`config.mk`:
```
export PLATFORM = sky130hd
export DESIGN_NAME = ems_edge
export DESIGN_NICKNAME = d
export VERILOG_FILES = /design/src/rtl/ems_pkg.sv /design/src/rtl/ems_edge.sv
export SDC_FILE = /design/constraint.sdc
export NUM_CORES = 1
export LEC_CHECK = 0
export ABC_AREA = 0
export BUFFER_PORTS_ARGS = -buffer_cell sky130_fd_sc_hd__buf_4
export CORE_MARGIN = 3
export CORE_UTILIZATION = 42
export DETAILED_ROUTE_END_ITERATION = 7
export HOLD_SLACK_MARGIN = 0.15
export PLACE_DENSITY_LB_ADDON = 0.1
export SLEW_MARGIN = 30
export SYNTH_ARGS = -nofsm -noshare
export SYNTH_HDL_FRONTEND = slang
export SYNTH_SLANG_ARGS = --single-unit
```
`constraint.sdc`:
```
create_clock -name clk -period 11.76 [get_ports clk]
set_clock_uncertainty 0.2 [all_clocks]
set_input_delay 2.352 -clock clk [delete_from_list [all_inputs] [get_ports clk]]
set_output_delay 2.352 -clock clk [all_outputs]
set_load 0.02 [all_outputs]
```
`src/rtl/ems_pkg.sv`:
```
// ems_pkg: shared types and constants of the edge magnitude stream block
// word structs for the pixel and result channels, control sideband, register codes
// no dependencies
`default_nettype none

package ems_pkg;

    localparam int PIX_W      = 8;
    localparam int COLS_W     = 11;
    localparam int ROWS_W     = 13;
    localparam int ROW_CNT_W  = 12;
    localparam int WARM_W     = 12;
    localparam int CFG_IDX_W  = 2;
    localparam int CFG_DATA_W = 13;
    localparam int EDGE_W     = 12;
    localparam int RESP_W     = 12;
    localparam int MAG_W      = 11;
    localparam int SUM_W      = 13;

    localparam logic [CFG_IDX_W-1:0] CFG_MODE     = 2'd0;
    localparam logic [CFG_IDX_W-1:0] CFG_NUM_COLS = 2'd1;
    localparam logic [CFG_IDX_W-1:0] CFG_NUM_ROWS = 2'd2;

    localparam logic [ROWS_W-1:0] ROWS_MAX = 13'd4096;
    localparam logic [EDGE_W-1:0] EDGE_MAX = 12'hfff;

    typedef struct packed {
        logic             action;
        logic [PIX_W-1:0] pixel;
    } ems_in_t;

    typedef struct packed {
        logic [EDGE_W-1:0] edge_value;
        logic              frame_last;
        logic [EDGE_W-1:0] frame_min;
        logic [EDGE_W-1:0] frame_max;
    } ems_out_t;

    typedef struct packed {
        logic emit;
        logic last;
        logic c_first;
        logic c_last;
        logic r_first;
        logic r_last;
        logic mode;
    } ems_ctl_t;

    typedef struct packed {
        logic [PIX_W-1:0] top;
        logic [PIX_W-1:0] mid;
        logic [PIX_W-1:0] bot;
    } ems_col_t;

    typedef struct packed {
        logic signed [RESP_W-1:0] v;
        logic signed [RESP_W-1:0] h;
        logic signed [RESP_W-1:0] rd;
        logic signed [RESP_W-1:0] ld;
    } ems_resp_t;

endpackage

`default_nettype wire

```
`src/rtl/ems_edge.sv`:
```
// ems_edge: 3x3 window with border replication and the four kernel responses
// two pipeline stages; depends on ems_pkg
`default_nettype none

module ems_edge (
    input  wire logic               clk,
    input  wire logic               rst_n,
    input  wire logic               in_valid,
    output logic                    in_ready,
    input  wire ems_pkg::ems_col_t  in_col,
    input  wire ems_pkg::ems_ctl_t  in_ctl,
    output logic                    out_valid,
    input  wire logic               out_ready,
    output ems_pkg::ems_resp_t      out_resp,
    output ems_pkg::ems_ctl_t       out_ctl
);

    function automatic ems_pkg::ems_col_t clamp_rows(ems_pkg::ems_col_t c, logic r_first,
                                                     logic r_last);
        ems_pkg::ems_col_t o;
        o = c;
        if (r_first)
        begin
            o.top = c.mid;
        end
        if (r_last)
        begin
            o.bot = c.mid;
        end
        return o;
    endfunction

    function automatic logic signed [ems_pkg::RESP_W-1:0] ext(logic [ems_pkg::PIX_W-1:0] p);
        return signed'({{(ems_pkg::RESP_W - ems_pkg::PIX_W){1'b0}}, p});
    endfunction

    ems_pkg::ems_col_t  colb_reg, colb_next;
    ems_pkg::ems_col_t  colc_reg, colc_next;
    ems_pkg::ems_col_t  left_reg, left_next;
    ems_pkg::ems_col_t  center_reg, center_next;
    ems_pkg::ems_col_t  right_reg, right_next;
    ems_pkg::ems_ctl_t  wctl_reg, wctl_next;
    logic               wv_reg, wv_next;
    ems_pkg::ems_resp_t resp_reg, resp_next;
    ems_pkg::ems_ctl_t  rctl_reg, rctl_next;
    logic               rv_reg, rv_next;

    logic               en_a, en_b, take_a, take_b;
    ems_pkg::ems_col_t  left_raw, right_raw;
    ems_pkg::ems_resp_t sob, rob;

    logic signed [ems_pkg::RESP_W-1:0] p00, p01, p02, p10, p11, p12, p20, p21, p22;

    assign en_b     = !rv_reg || out_ready;
    assign en_a     = !wv_reg || en_b;
    assign in_ready = en_a;
    assign take_a   = en_a && in_valid;
    assign take_b   = en_b && wv_reg;

    // column c+1 clamps to c at the right border, c-1 to c at the left border
    assign right_raw = in_ctl.c_last ? colb_reg : in_col;
    assign left_raw  = in_ctl.c_first ? colb_reg : colc_reg;

    always_comb
    begin
        colb_next   = take_a ? in_col : colb_reg;
        colc_next   = take_a ? colb_reg : colc_reg;
        left_next   = take_a ? clamp_rows(left_raw, in_ctl.r_first, in_ctl.r_last) : left_reg;
        center_next = take_a ? clamp_rows(colb_reg, in_ctl.r_first, in_ctl.r_last)
                             : center_reg;
        right_next  = take_a ? clamp_rows(right_raw, in_ctl.r_first, in_ctl.r_last)
                             : right_reg;
        wctl_next   = take_a ? in_ctl : wctl_reg;
        wv_next     = en_a ? in_valid : wv_reg;
    end

    assign p00 = ext(left_reg.top);
    assign p01 = ext(center_reg.top);
    assign p02 = ext(right_reg.top);
    assign p10 = ext(left_reg.mid);
    assign p11 = ext(center_reg.mid);
    assign p12 = ext(right_reg.mid);
    assign p20 = ext(left_reg.bot);
    assign p21 = ext(center_reg.bot);
    assign p22 = ext(right_reg.bot);

    always_comb
    begin
        sob.v  = p00 + (p01 <<< 1) + p02 - p20 - (p21 <<< 1) - p22;
        sob.h  = p00 + (p10 <<< 1) + p20 - p02 - (p12 <<< 1) - p22;
        sob.rd = (p00 <<< 1) + p01 + p10 - p12 - p21 - (p22 <<< 1);
        sob.ld = p01 + (p02 <<< 1) - p10 + p12 - (p20 <<< 1) - p21;
        // 2x2 block at (r,c), (r,c+1), (r+1,c), (r+1,c+1)
        rob.v  = p11 + p12 - p21 - p22;
        rob.h  = p11 - p12 + p21 - p22;
        rob.rd = p11 - p12 - p21 + p22;
        rob.ld = p12 + p21 - p11 - p22;
    end

    always_comb
    begin
        resp_next = resp_reg;
        if (take_b)
        begin
            resp_next = wctl_reg.mode ? sob : rob;
        end
        rctl_next = take_b ? wctl_reg : rctl_reg;
        rv_next   = en_b ? wv_reg : rv_reg;
    end

    always_ff @(posedge clk or negedge rst_n)
    begin
        if (!rst_n)
        begin
            wv_reg <= 1'b0;
            rv_reg <= 1'b0;
        end
        else
        begin
            wv_reg <= wv_next;
            rv_reg <= rv_next;
        end
    end

    always_ff @(posedge clk)
    begin
        colb_reg   <= colb_next;
        colc_reg   <= colc_next;
        left_reg   <= left_next;
        center_reg <= center_next;
        right_reg  <= right_next;
        wctl_reg   <= wctl_next;
        resp_reg   <= resp_next;
        rctl_reg   <= rctl_next;
    end

    assign out_valid = rv_reg;
    assign out_resp  = resp_reg;
    assign out_ctl   = rctl_reg;

endmodule

`default_nettype wire

```
## After elaboration in Yosys (flattened, before gate mapping)

Cells that the tools add are included.

- Flip-flop bits (word level): 176
- Input port bits: 35
- Output and inout bits: 57
- Logic and storage cells: 80

- $add $sub $neg: 31
- Multiplexer cells: 9
- Reductions and logical operators: 6

Operators by type and width:

| cell | count |
|---|---|
| 12-bit by 9-bit subtractor with 12-bit output | 5 |
| 24-bit two-way mux | 2 |
| 48-bit two-way mux | 1 |
| 8-bit two-way mux | 6 |
| 12-bit by 10-bit subtractor with 12-bit output | 4 |
| 11-bit by 8-bit subtractor with 12-bit output | 3 |
| 10-bit by 8-bit adder with 11-bit output | 3 |
| 8-bit by 9-bit adder with 10-bit output | 3 |
| 10-bit by 9-bit subtractor with 11-bit output | 2 |
| 9-bit by 8-bit subtractor with 10-bit output | 2 |
| 8-bit by 8-bit adder with 9-bit output | 2 |
| 11-bit by 9-bit adder with 12-bit output | 1 |
| 10-bit by 9-bit adder with 11-bit output | 1 |
| 10-bit by 8-bit subtractor with 11-bit output | 1 |
| 9-bit by 8-bit adder with 10-bit output | 1 |
| 9-bit by 9-bit adder with 10-bit output | 1 |
| 9-bit by 9-bit subtractor with 10-bit output | 1 |
| 8-bit by 8-bit subtractor with 9-bit output | 1 |
| 1-bit logical AND | 2 |
| 1-bit zero test | 2 |
| 1-bit logical OR | 2 |

## Logic depth before layout (Yosys ltp)

Gate-level depths: netlist (run 1).

- Depth after elaboration: 6
- Depth in mapped cells: 20
- Mapped depth without buffers: 20

## Worst setup path before layout (run 1)

OpenSTA, ideal clock, no wires.

- Path kind: input-to-reg
- Start point: in out_ready
- End point: reg center_reg[0] in the netlist's numbering, enable pin
- Setup time: 0.491 ns
- Data arrival time: 5.393 ns
- Data required time: 11.069 ns
- Setup slack: 5.676 ns
- Cell stages on the path: 2
- Buffers on the path: 0
- Cell sequence: nand3b_1 and2_1

- Longest elaborated chain between the ends: 3

RTL lines:

| item | RTL line | source |
|---|---|---|
| start, declared | ems_edge.sv:13 | `input wire logic out_ready,` |
| 1-bit logical OR | ems_edge.sv:54 | `assign en_b = !rv_reg \|\| out_ready;` |
| 1-bit logical OR | ems_edge.sv:55 | `assign en_a = !wv_reg \|\| en_b;` |
| 1-bit logical AND | ems_edge.sv:57 | `assign take_a = en_a && in_valid;` |
| named net take_a | ems_edge.sv:48 | `logic en_a, en_b, take_a, take_b;` |
| end signal, assigned | ems_edge.sv:130 | `center_reg <= center_next;` |
| end, declared | ems_edge.sv:40 | `ems_pkg::ems_col_t center_reg, center_next;` |

The timed path passes the listed nets, and every way through them passes these cells.
A chain may end at the register's enable or synchronous reset.

## Worst setup path in the final report (run 1)

- Start point: in out_ready
- End point: out in_ready

- Longest elaborated chain between the ends: 2

RTL lines:

| item | RTL line | source |
|---|---|---|
| 1-bit logical OR | ems_edge.sv:54 |  |
| 1-bit logical OR | ems_edge.sv:55 |  |
| end, declared | ems_edge.sv:9 | `output logic in_ready,` |

No other way between the ends.

==> impl_metrics.toml, run 1 <==
[sta]
tns_ps = 0
max_slew_margin_pct = 42.79
finalCritPeriodShare_pct = 45.94
worstMarginPinSlew_ps = 858.1
setup_viol = 0
rsz0062_at_grt = "no"
fin_crit_ps = 5403
final_max_slew_viol_count = 0
hold_viol = 0
max_freq_mhz = 185.1

[power]
power.share.sequential_pct = 22.8
ir_drop_v = 0.0001355
comb_power_share_pct = 61.8
p_int_w = 0.002327
switching_power_w = 0.001810
p_leak_nw = 7.321
p_sw_share_pct = 43.76
power_density_mw_per_mm2 = 248.4
clkPwrFrac_pct = 15.4

[synthesis]
synth_edf_count = 174
synth_area_mm2 = 0.01482
avgSynthCellArea_um2 = 11.18
ys_warn_count = 0
synthDistinctLibCells = 56
synth_nets = 1642
synth_seq_cells = 176
postSynth.asyncResetShare_pct = 1.136
ys_seq_area_share_pct = 35.60
synth_ff_type = "edfxtp_1"
syn_inst = 1325

[worst_setup_path]
worstSetupPathType = "in -> out"
cp_data_arrival_time_ps = 2850
crit_path_max_fanout = 3
critPathCaptureType = "output pin"
crit_required_ps = 9210
cp-start-kind = "input port"

[global_route]
grt_start_max_net_pins = 76
grt_pass1_wl_um = 55990
track_usage_pct = 19.48
grt_pass1_vias = 9848
overflow = 0
antenna_found_initial = 0

[route]
drtPass1Iterations = 5
drc_errors = 0
ant_nets = 0
drt_iter0_drc = 591
routed_wl_um = 35630
via_per_inst = 5.013
m1WireLength_um = 17390
routed.top_layer = "met4"
via_count = 9435
met3_length_um = 1081
wl_per_cell_um = 18.93
routed-wl-met2_um = 16600

[placed_design]
placed_area_mm2 = 0.01601
port_buffers = 91
hpwl_um = 28970
gp_congestion = 0.8616

[layout]
syn2layout_area_growth_pct = 12.39
layout_common_cells = "235 x inv_1, 174 x edfxtp_1, 145 x fa_1"
diodes = 0
final_common_cell = "inv_1"
layout.nets = 1732
final_area_mm2 = 0.01666
finish.utilization_pct = 48.10
drive_above_1_share_pct = 11.84
multi_input_area_mm2 = 0.008578
ff_latch_area_mm2 = 0.005275
largest_register_ffs = 48
fillerInstances = 3229

[clocking]
cts.sink_count = 176
path_clk_slew_ps = 60
cts.path.max_buffers = 2
clock_latency_ps = 460
cts_resized = 0
h-tree-depth = 4
post_cts_buffers = 0
cts-root-buf = "clkbuf_16"
cts_tree = "built"
holdBufCountCts = 0
cts_buffers = 17

[floorplanning]
fp-row-count = 68
start_util_pct = 42.80
ios = 92
dieArea_mm2 = 0.03757
core_mm2 = 0.03463
die_x_um = 193.8
die_y_um = 193.8

[worst_hold_path]
hp-class = "reg -> reg"

[flow_run]
max_cap_viol_count = 0

[status]
status = "finished clean"
-- Yosys cell counts, types with 3 or more instances --
cell type	number	area [um2]
and2_1	3	18.77
edfxtp_1	174	5225
o31ai_1	9	67.56
fa_1	145	2903
a21o_1	16	120.1
a21oi_1	65	325.3
clkbuf_1	16	60.06
nor3_1	12	60.06
inv_1	235	882.1
o21ai_0	90	450.4
ha_1	137	1714
nor2b_1	17	106.4
xnor2_1	56	490.5
nand3b_1	4	30.03
o211a_1	3	30.03
or2_2	7	43.79
nand3_1	3	15.01
o21a_1	17	127.6
a21boi_0	7	52.55
mux2i_1	39	390.4
nand2_1	78	292.8
xor2_1	28	245.2
o211ai_1	6	45.04
or3_1	4	25.02
nand2b_1	15	93.84
nor2_1	57	214.0
buf_1	6	22.52
o21bai_1	10	75.07
mux2_2	29	326.6
-- cell families (layout without fill, tap and decap cells) --
family,Yosys count,in the layout,synth area share (%)
XOR/XNOR,84,84,4.965
flip-flops,176,176,35.60
AO/OA/AOI/OAI,248,248,10.38
AND/OR/NAND/NOR,209,209,6.526
multiplexers,68,68,4.838
buffers and inverters,258,360,6.543
adder cells (fa/ha/maj),282,282,31.15
-- stage by stage --
| step | setup slack (ps) | power, W | instances | hold slack (ps) |
|---|---|---|---|---|
| 2_1_floorplan | 5676 | 0.002755 | 1325 | 200.3 |
| 3_3_place_gp | 6367 | 0.003480 | 1851 | 200.4 |
| 3_5_place_dp | 6366 | 0.003508 | 1851 | 204.5 |
| 4_1_cts | 6358 | 0.004169 | 1882 | 220.7 |
| 5_1_grt | 6315 | 0.004496 | 1882 | 229.5 |
| 6_report | 6357 | 0.004137 | 1882 | 219.5 |
-- power groups by stage --
stage | Sequential [W] | Clock [W] | Combinational, W
2_1_floorplan | 0.00104 | 0 | 0.00171
4_1_cts | 0.000944 | 0.000654 | 0.00257
5_1_grt | 0.000955 | 0.000682 | 0.00286
6_report | 0.000941 | 0.000639 | 0.00256
3_3_place_gp | 0.000956 | 0 | 0.00252
3_5_place_dp | 0.000958 | 0 | 0.00255
-- layer usage --
metal | track usage [%] | vias to the layer above
li1 | - | 4638
met1 | 27.98 | 4617
met2 | 31.41 | 150
met3 | 3.093 | 30
met4 | 4.521 | 0
met5 | 0 | -
-- layout make-up --
class,count,share of cell area [%]
multi-input combinational,891,51.50
sequential,176,31.67
inverter,235,5.296
clock inverter,14,1.322
clock buffer,17,2.554
timing repair buffer,94,4.237
tap,455,3.418
-- final timing paths --
kind | startpoint | to | slack, ps | depth (start not counted)
min reg2reg | wctl_reg[2] | out_ctl[2] | 220 | 0
min in group asynchronous | rst_n | wv_reg | 1470 | 1
min | wctl_reg[2] | out_ctl[2] | 220 | 0
max in group asynchronous | rst_n | out_valid | 9810 | 1
max reg2reg | left_reg[9] | out_resp[10] | 6840 | 15
max | out_ready | in_ready | 6360 | 3
-- worst max-delay path, cell delays in order --
cell,delay [ps]
buf_4,110
nand3b_1,200
buf_4,190
Power figures use the tool's default switching activity.
==> inputs of run 2 (changes only) <==
==> constraint.sdc (replaced) <==
create_clock -name clk -period 4.35 [get_ports clk]
set_clock_uncertainty 0.2 [all_clocks]
set_input_delay 0.87 -clock clk [delete_from_list [all_inputs] [get_ports clk]]
set_output_delay 0.87 -clock clk [all_outputs]
set_load 0.02 [all_outputs]
==> run 2 against run 1 <==
Core utilization up 5.1 points. Critical path depth increased by 16. Sequential cell count unchanged. Worst hold slack worse by 3.1 ps. The run now ends with setup timing left. Highest routed layer unchanged. Worst setup slack got worse by 6400 ps. Wire length is 7.0% higher. Via count rose by 7.2%. Register-to-register slack lost 6800 ps. Clock-buffer cell count increased by 2. Combinational power rose to 3.5 times the previous value.
==> impl_metrics.toml, run 2 (synthesis gave the netlist of run 1 again) <==
[status]
status = "complete, but fails checks"
violations = "setup timing"

[worst_setup_path]
cp-startpoint = "center_reg[17]"
crit_path_max_fanout = 3
crit_top_cell = "inv_2"
timing.rr.start = "center_reg[17]"
crit_chain = "inv_2, fa_1, inv_1, ha_2, inv_2, fa_2, inv_2, a21oi_2, o21bai_1, xor2_1, fa_1, ha_1, o21a_1, o21a_1, nor2_2, or2_4, or3b_4, nand4b_1, a21oi_2"
critPathCaptureType = "flip-flop"
critPathMaxStageDelay_ps = 440
crit_required_ps = 4360
cp_slowest_cell = "fa_1"
cp_data_arrival_time_ps = 4370
cp-start-kind = "flip-flop"
critical_path_buf_inv_count = 4
critPathTopFamily = "adder cells"
worstSetupPathType = "reg -> reg"

[route]
via_per_inst = 4.902
drc_errors = 0
drtPass1Iterations = 5
wl_per_cell_um = 18.49
routed_wl_um = 38140
drt_iter0_drc = 434
ant_nets = 0
via_count = 10110

[global_route]
overflow = 0
grt_pass1_vias = 10410
grt_pass1_wl_um = 59510
antenna_found_initial = 0
track_usage_pct = 20.65
grt_start_max_net_pins = 83

[floorplanning]
dieArea_mm2 = 0.03757
start_util_pct = 42.80
die_x_um = 193.8
core_mm2 = 0.03463
die_y_um = 193.8
fp-row-count = 68
ios = 92

[sta]
rsz0062_at_grt = "yes"
worstMarginPinSlew_ps = 865.9
tns_ps = -3.757
max_freq_mhz = 229.7
fin_ws_ps = -3.757
max_slew_margin_pct = 42.27
finalCritPeriodShare_pct = 100.1
setup_viol = 1
hold_viol = 0
fin_crit_ps = 4354
final_max_slew_viol_count = 0

[placed_design]
hpwl_um = 30940
gp_congestion = 0.8750
dp_cells = 2008
port_buffers = 91

[layout]
largest_register_ffs = 48
syn2layout_area_growth_pct = 24.24
drive_above_1_share_pct = 26.68
final_common_cell = "buf_4"
layout.nets = 1912
fin_cells = 2063
layout_common_cells = "264 x buf_4, 223 x inv_1, 174 x edfxtp_1"
fillerInstances = 3084
diodes = 0

[worst_hold_path]
hp-class = "reg -> reg"
min-delay-start = "wctl_reg[4]"

[clocking]
cts_tree = "built"
cts.sink_count = 176
h-tree-depth = 4
cts_buffers = 17
cts-root-buf = "clkbuf_16"
path_clk_slew_ps = 70
cts.path.max_buffers = 2
clock_latency_ps = 460

[power]
power.share.sequential_pct = 19.4
p_sw_share_pct = 42.06
clkPwrFrac_pct = 12.2
switching_power_w = 0.005469
ir_drop_v = 0.0003782
power_density_mw_per_mm2 = 706.3
p_leak_nw = 8.238
comb_power_share_pct = 68.4
p_int_w = 0.007535

[flow_run]
max_cap_viol_count = 0
run 2: worst paths after layout:
| path | end | slack [ps] | cells past startpoint |
|---|---|---|---|
| worst max register to register | out_resp[11] | -4 | 19 |
| max in group asynchronous | out_valid | 3320 | 2 |
| worst min-delay path | out_ctl[4] | 220 | 0 |
| worst min register to register | out_ctl[4] | 220 | 0 |
| min in group asynchronous | wv_reg | 540 | 2 |
| worst max-delay path | out_resp[11] | -4 | 19 |
run 2: metal layers:
layer / routed length [um] / share of wire [%] / global-route usage [%]
met1: 18630 / 49 / 30.12
met2: 17600 / 46 / 32.97
met3: 1139 / 3.0 / 2.450
met4: 764 / 2.0 / 5.612
met5: 0 / 0 / 0
run 2: per-stage QoR:
stage / setup WS [ps] / hold slack, ps / util (%) / total power (W) / cell area [um2]
after floorplan: 4.879 / 200.3 / - / 0.007463 / 14840
after global placement: -199.8 / 200.2 / 49.72 / 0.01040 / 17220
after detailed placement: -229.3 / 205.2 / 49.72 / 0.01048 / 17220
after CTS: 0.5271 / 218.4 / 51.92 / 0.01244 / 17980
after global routing: -209.7 / 225.8 / 53.17 / 0.01403 / 18410
final: -3.757 / 216.4 / 53.17 / 0.01300 / 18410
run 2: layout make-up:
type / count / area (um2) / area share [%]
clock buffer: 19 / 432.9 / 2.351
sequential: 176 / 5275 / 28.65
clock inverter: 13 / 150.1 / 0.8155
inverter: 235 / 882.1 / 4.791
multi-input combinational: 891 / 8984 / 48.79
timing repair buffer: 274 / 2118 / 11.51
tap: 455 / 569.3 / 3.092
run 2: repair_timing:
| action | CTS | global route |
|---|---|---|
| gates resized for setup | 34 | 77 |
| endpoints found under the hold margin | 2 | 0 |
| setup endpoints to repair | 16 | 23 |
| setup buffers | 6 | 15 |
| pin swaps | 24 | 53 |
| hold buffers | 1 | 0 |
run 2: power by group through the flow:
stage                     sequential [W]  clock [W]  combinational (W)
after floorplan                  0.00281          0            0.00466
after global placement           0.00256          0            0.00784
after detailed placement         0.00257          0            0.00791
after CTS                        0.00253    0.00164            0.00827
after global routing             0.00256    0.00169            0.00978
final                            0.00252    0.00159            0.00889
run 2: worst register-to-register path, delay by kind of cell, from the launching register on:
| kind | cells | cell delay (ps) |
|---|---|---|
| fa+ha+maj | 5 | 1690 |
| simple gates | 4 | 750 |
| compound gates | 5 | 580 |
| flops | 1 | 430 |
| buf+inv | 4 | 250 |
| xor+xnor | 1 | 210 |
==> inputs of run 3 (changes only) <==
--- a/config.mk
+++ b/config.mk
@@ -8,7 +8,7 @@
 export ABC_AREA = 0
 export BUFFER_PORTS_ARGS = -buffer_cell sky130_fd_sc_hd__buf_4
 export CORE_MARGIN = 3
-export CORE_UTILIZATION = 42
+export CORE_UTILIZATION = 40
 export DETAILED_ROUTE_END_ITERATION = 7
 export HOLD_SLACK_MARGIN = 0.15
 export PLACE_DENSITY_LB_ADDON = 0.1
@@ -16,3 +16,4 @@
 export SYNTH_ARGS = -nofsm -noshare
 export SYNTH_HDL_FRONTEND = slang
 export SYNTH_SLANG_ARGS = --single-unit
+export TNS_END_PERCENT = 20
==> run 3 against run 2 <==
The run still ends with setup timing left. Maximum frequency decreased by 1.7%. Global-route usage down 0.54 points. Worst hold slack gained 6.9 ps. Critical path depth is 3 lower. Via count decreased by 0.22%. Register-to-register slack worse by 80 ps. Worst setup slack lost 76 ps. Core utilization is 2.6 points lower. Largest power group unchanged.
==> impl_metrics.toml, run 3 (synthesis gave the netlist of run 1 again) <==
[route]
via_per_inst = 4.908
via_count = 10090
wl_per_cell_um = 18.54
drc_errors = 0
routed_wl_um = 38110
ant_nets = 0
drtPass1Iterations = 4
drt_iter0_drc = 509

[floorplanning]
start_util_pct = 41.16
die_x_um = 198.5
fp-row-count = 69
ios = 92
dieArea_mm2 = 0.03939
die_y_um = 198.5
core_mm2 = 0.03600

[worst_setup_path]
critPathMaxStageDelay_ps = 510
critical_path_buf_inv_count = 7
worstSetupPathType = "reg -> reg"
critPathTopFamily = "adder cells"
critPathCaptureType = "flip-flop"
cp_data_arrival_time_ps = 4420
crit_path_max_fanout = 3
crit_required_ps = 4340
crit_top_cell = "buf_4"
cp_slowest_cell = "fa_1"
crit_chain = "buf_4, buf_4, fa_1, inv_1, fa_1, fa_1, buf_4, fa_1, inv_1, a21oi_2, o21bai_1, a311oi_2, buf_4, buf_4, xnor2_1, mux2_2"
cp-start-kind = "flip-flop"

[sta]
fin_crit_ps = 4429
tns_ps = -177.8
final_max_slew_viol_count = 0
hold_viol = 0
setup_viol = 4
finalCritPeriodShare_pct = 101.8
fin_ws_ps = -79.31
max_freq_mhz = 225.8
max_slew_margin_pct = 36.32
rsz0062_at_grt = "yes"
worstMarginPinSlew_ps = 955.2

[placed_design]
placed_area_mm2 = 0.01722
dp_slack_ps = -278.6
hpwl_um = 30970
port_buffers = 91
gp_congestion = 0.8751

[layout]
fillerInstances = 3295
ff_latch_area_mm2 = 0.005275
largest_register_ffs = 48
multi_input_area_mm2 = 0.008955
drive_above_1_share_pct = 25.14
layout_common_cells = "260 x buf_4, 227 x inv_1, 174 x edfxtp_1"
final_area_mm2 = 0.01820
layout.nets = 1901
final_common_cell = "buf_4"
diodes = 0
syn2layout_area_growth_pct = 22.80

[clocking]
cts_buffers = 17
cts.path.max_buffers = 2
cts.sink_count = 176
path_clk_slew_ps = 80
h-tree-depth = 4
clock_latency_ps = 460
cts_tree = "built"
cts-root-buf = "clkbuf_16"

[status]
status = "complete, but fails checks"
violations = "setup timing"

[global_route]
antenna_found_initial = 0
overflow = 0
grt_pass1_wl_um = 59640
grt_pass1_vias = 10490
track_usage_pct = 20.11
grt_start_max_net_pins = 82

[power]
power_density_mw_per_mm2 = 697.8
ir_drop_v = 0.0003962
p_leak_nw = 8.155

[flow_run]
max_cap_viol_count = 0

[worst_hold_path]
hp-class = "reg -> reg"
run 3: changes by cell type in the layout (fill, tap and decap cells not counted), moves of 4 or more:
cell	change
fa_2	-4
buf_6	-6
buf_4	-4
inv_2	-4
inv_1	+4
fa_1	+4
run 3: layer usage:
metal / track usage, % / vias up / share of wire (%)
met1: 29.84 / 4927 / 50
met5: 0 / - / 0
met2: 31.53 / 166 / 46
li1: - / 4968 / -
met3: 2.812 / 29 / 3.3
met4: 4.659 / 0 / 1.5
run 3: cell type report:
class                   count  share of cell area, %
inverters                 235                  4.847
clock buffers              18                  2.358
well taps                 461                  3.170
repair buffers            263                  10.95
clock inverters            12                 0.4744
multi-input cells         891                  49.21
flip-flops and latches    176                  28.99
run 3: final timing paths:
check | from | end | slack [ps] | cells after the start
setup reg to reg | left_reg[9] | out_resp[31] | -80 | 16
setup / recovery | left_reg[9] | out_resp[31] | -80 | 16
hold reg to reg | wctl_reg[4] | out_ctl[4] | 220 | 0
max in group asynchronous | rst_n | out_valid | 3330 | 2
min in group asynchronous | rst_n | wv_reg | 540 | 2
hold / removal | wctl_reg[4] | out_ctl[4] | 220 | 0
run 3: report_power, final:
part	switching (W)	internal, W
combinational	0.00454	0.00420
sequential	0.000157	0.00237
clock	0.000702	0.000727
run 3: timing repair:
action	CTS	global route
pin swaps	23	51
setup endpoints to repair	17	21
hold buffers	1	0
gates resized for setup	40	61
buffers inserted	3	8
endpoints found under the hold margin	2	0
run 3: stage by stage:
step	power (W)	std cells	hold slack [ps]	util, %
detailed placement	0.01047	2015	207.4	47.82
finish	0.01270	2056	223.3	50.55
floorplan	0.007443	1325	200.3	-
global route	0.01379	2056	224.7	50.55
CTS	0.01234	2049	222.2	49.74
global placement	0.01041	2015	202.3	47.82
run 3: worst reg2reg max path: cells and delay by family (launching register included):
family                   cells  cell delay, ps
buffers and inverters        7             850
AO/OA/AOI/OAI                3             420
multiplexers                 1             270
XOR/XNOR                     1             140
adder cells (fa/ha/maj)      4            1850
flip-flops                   1             420
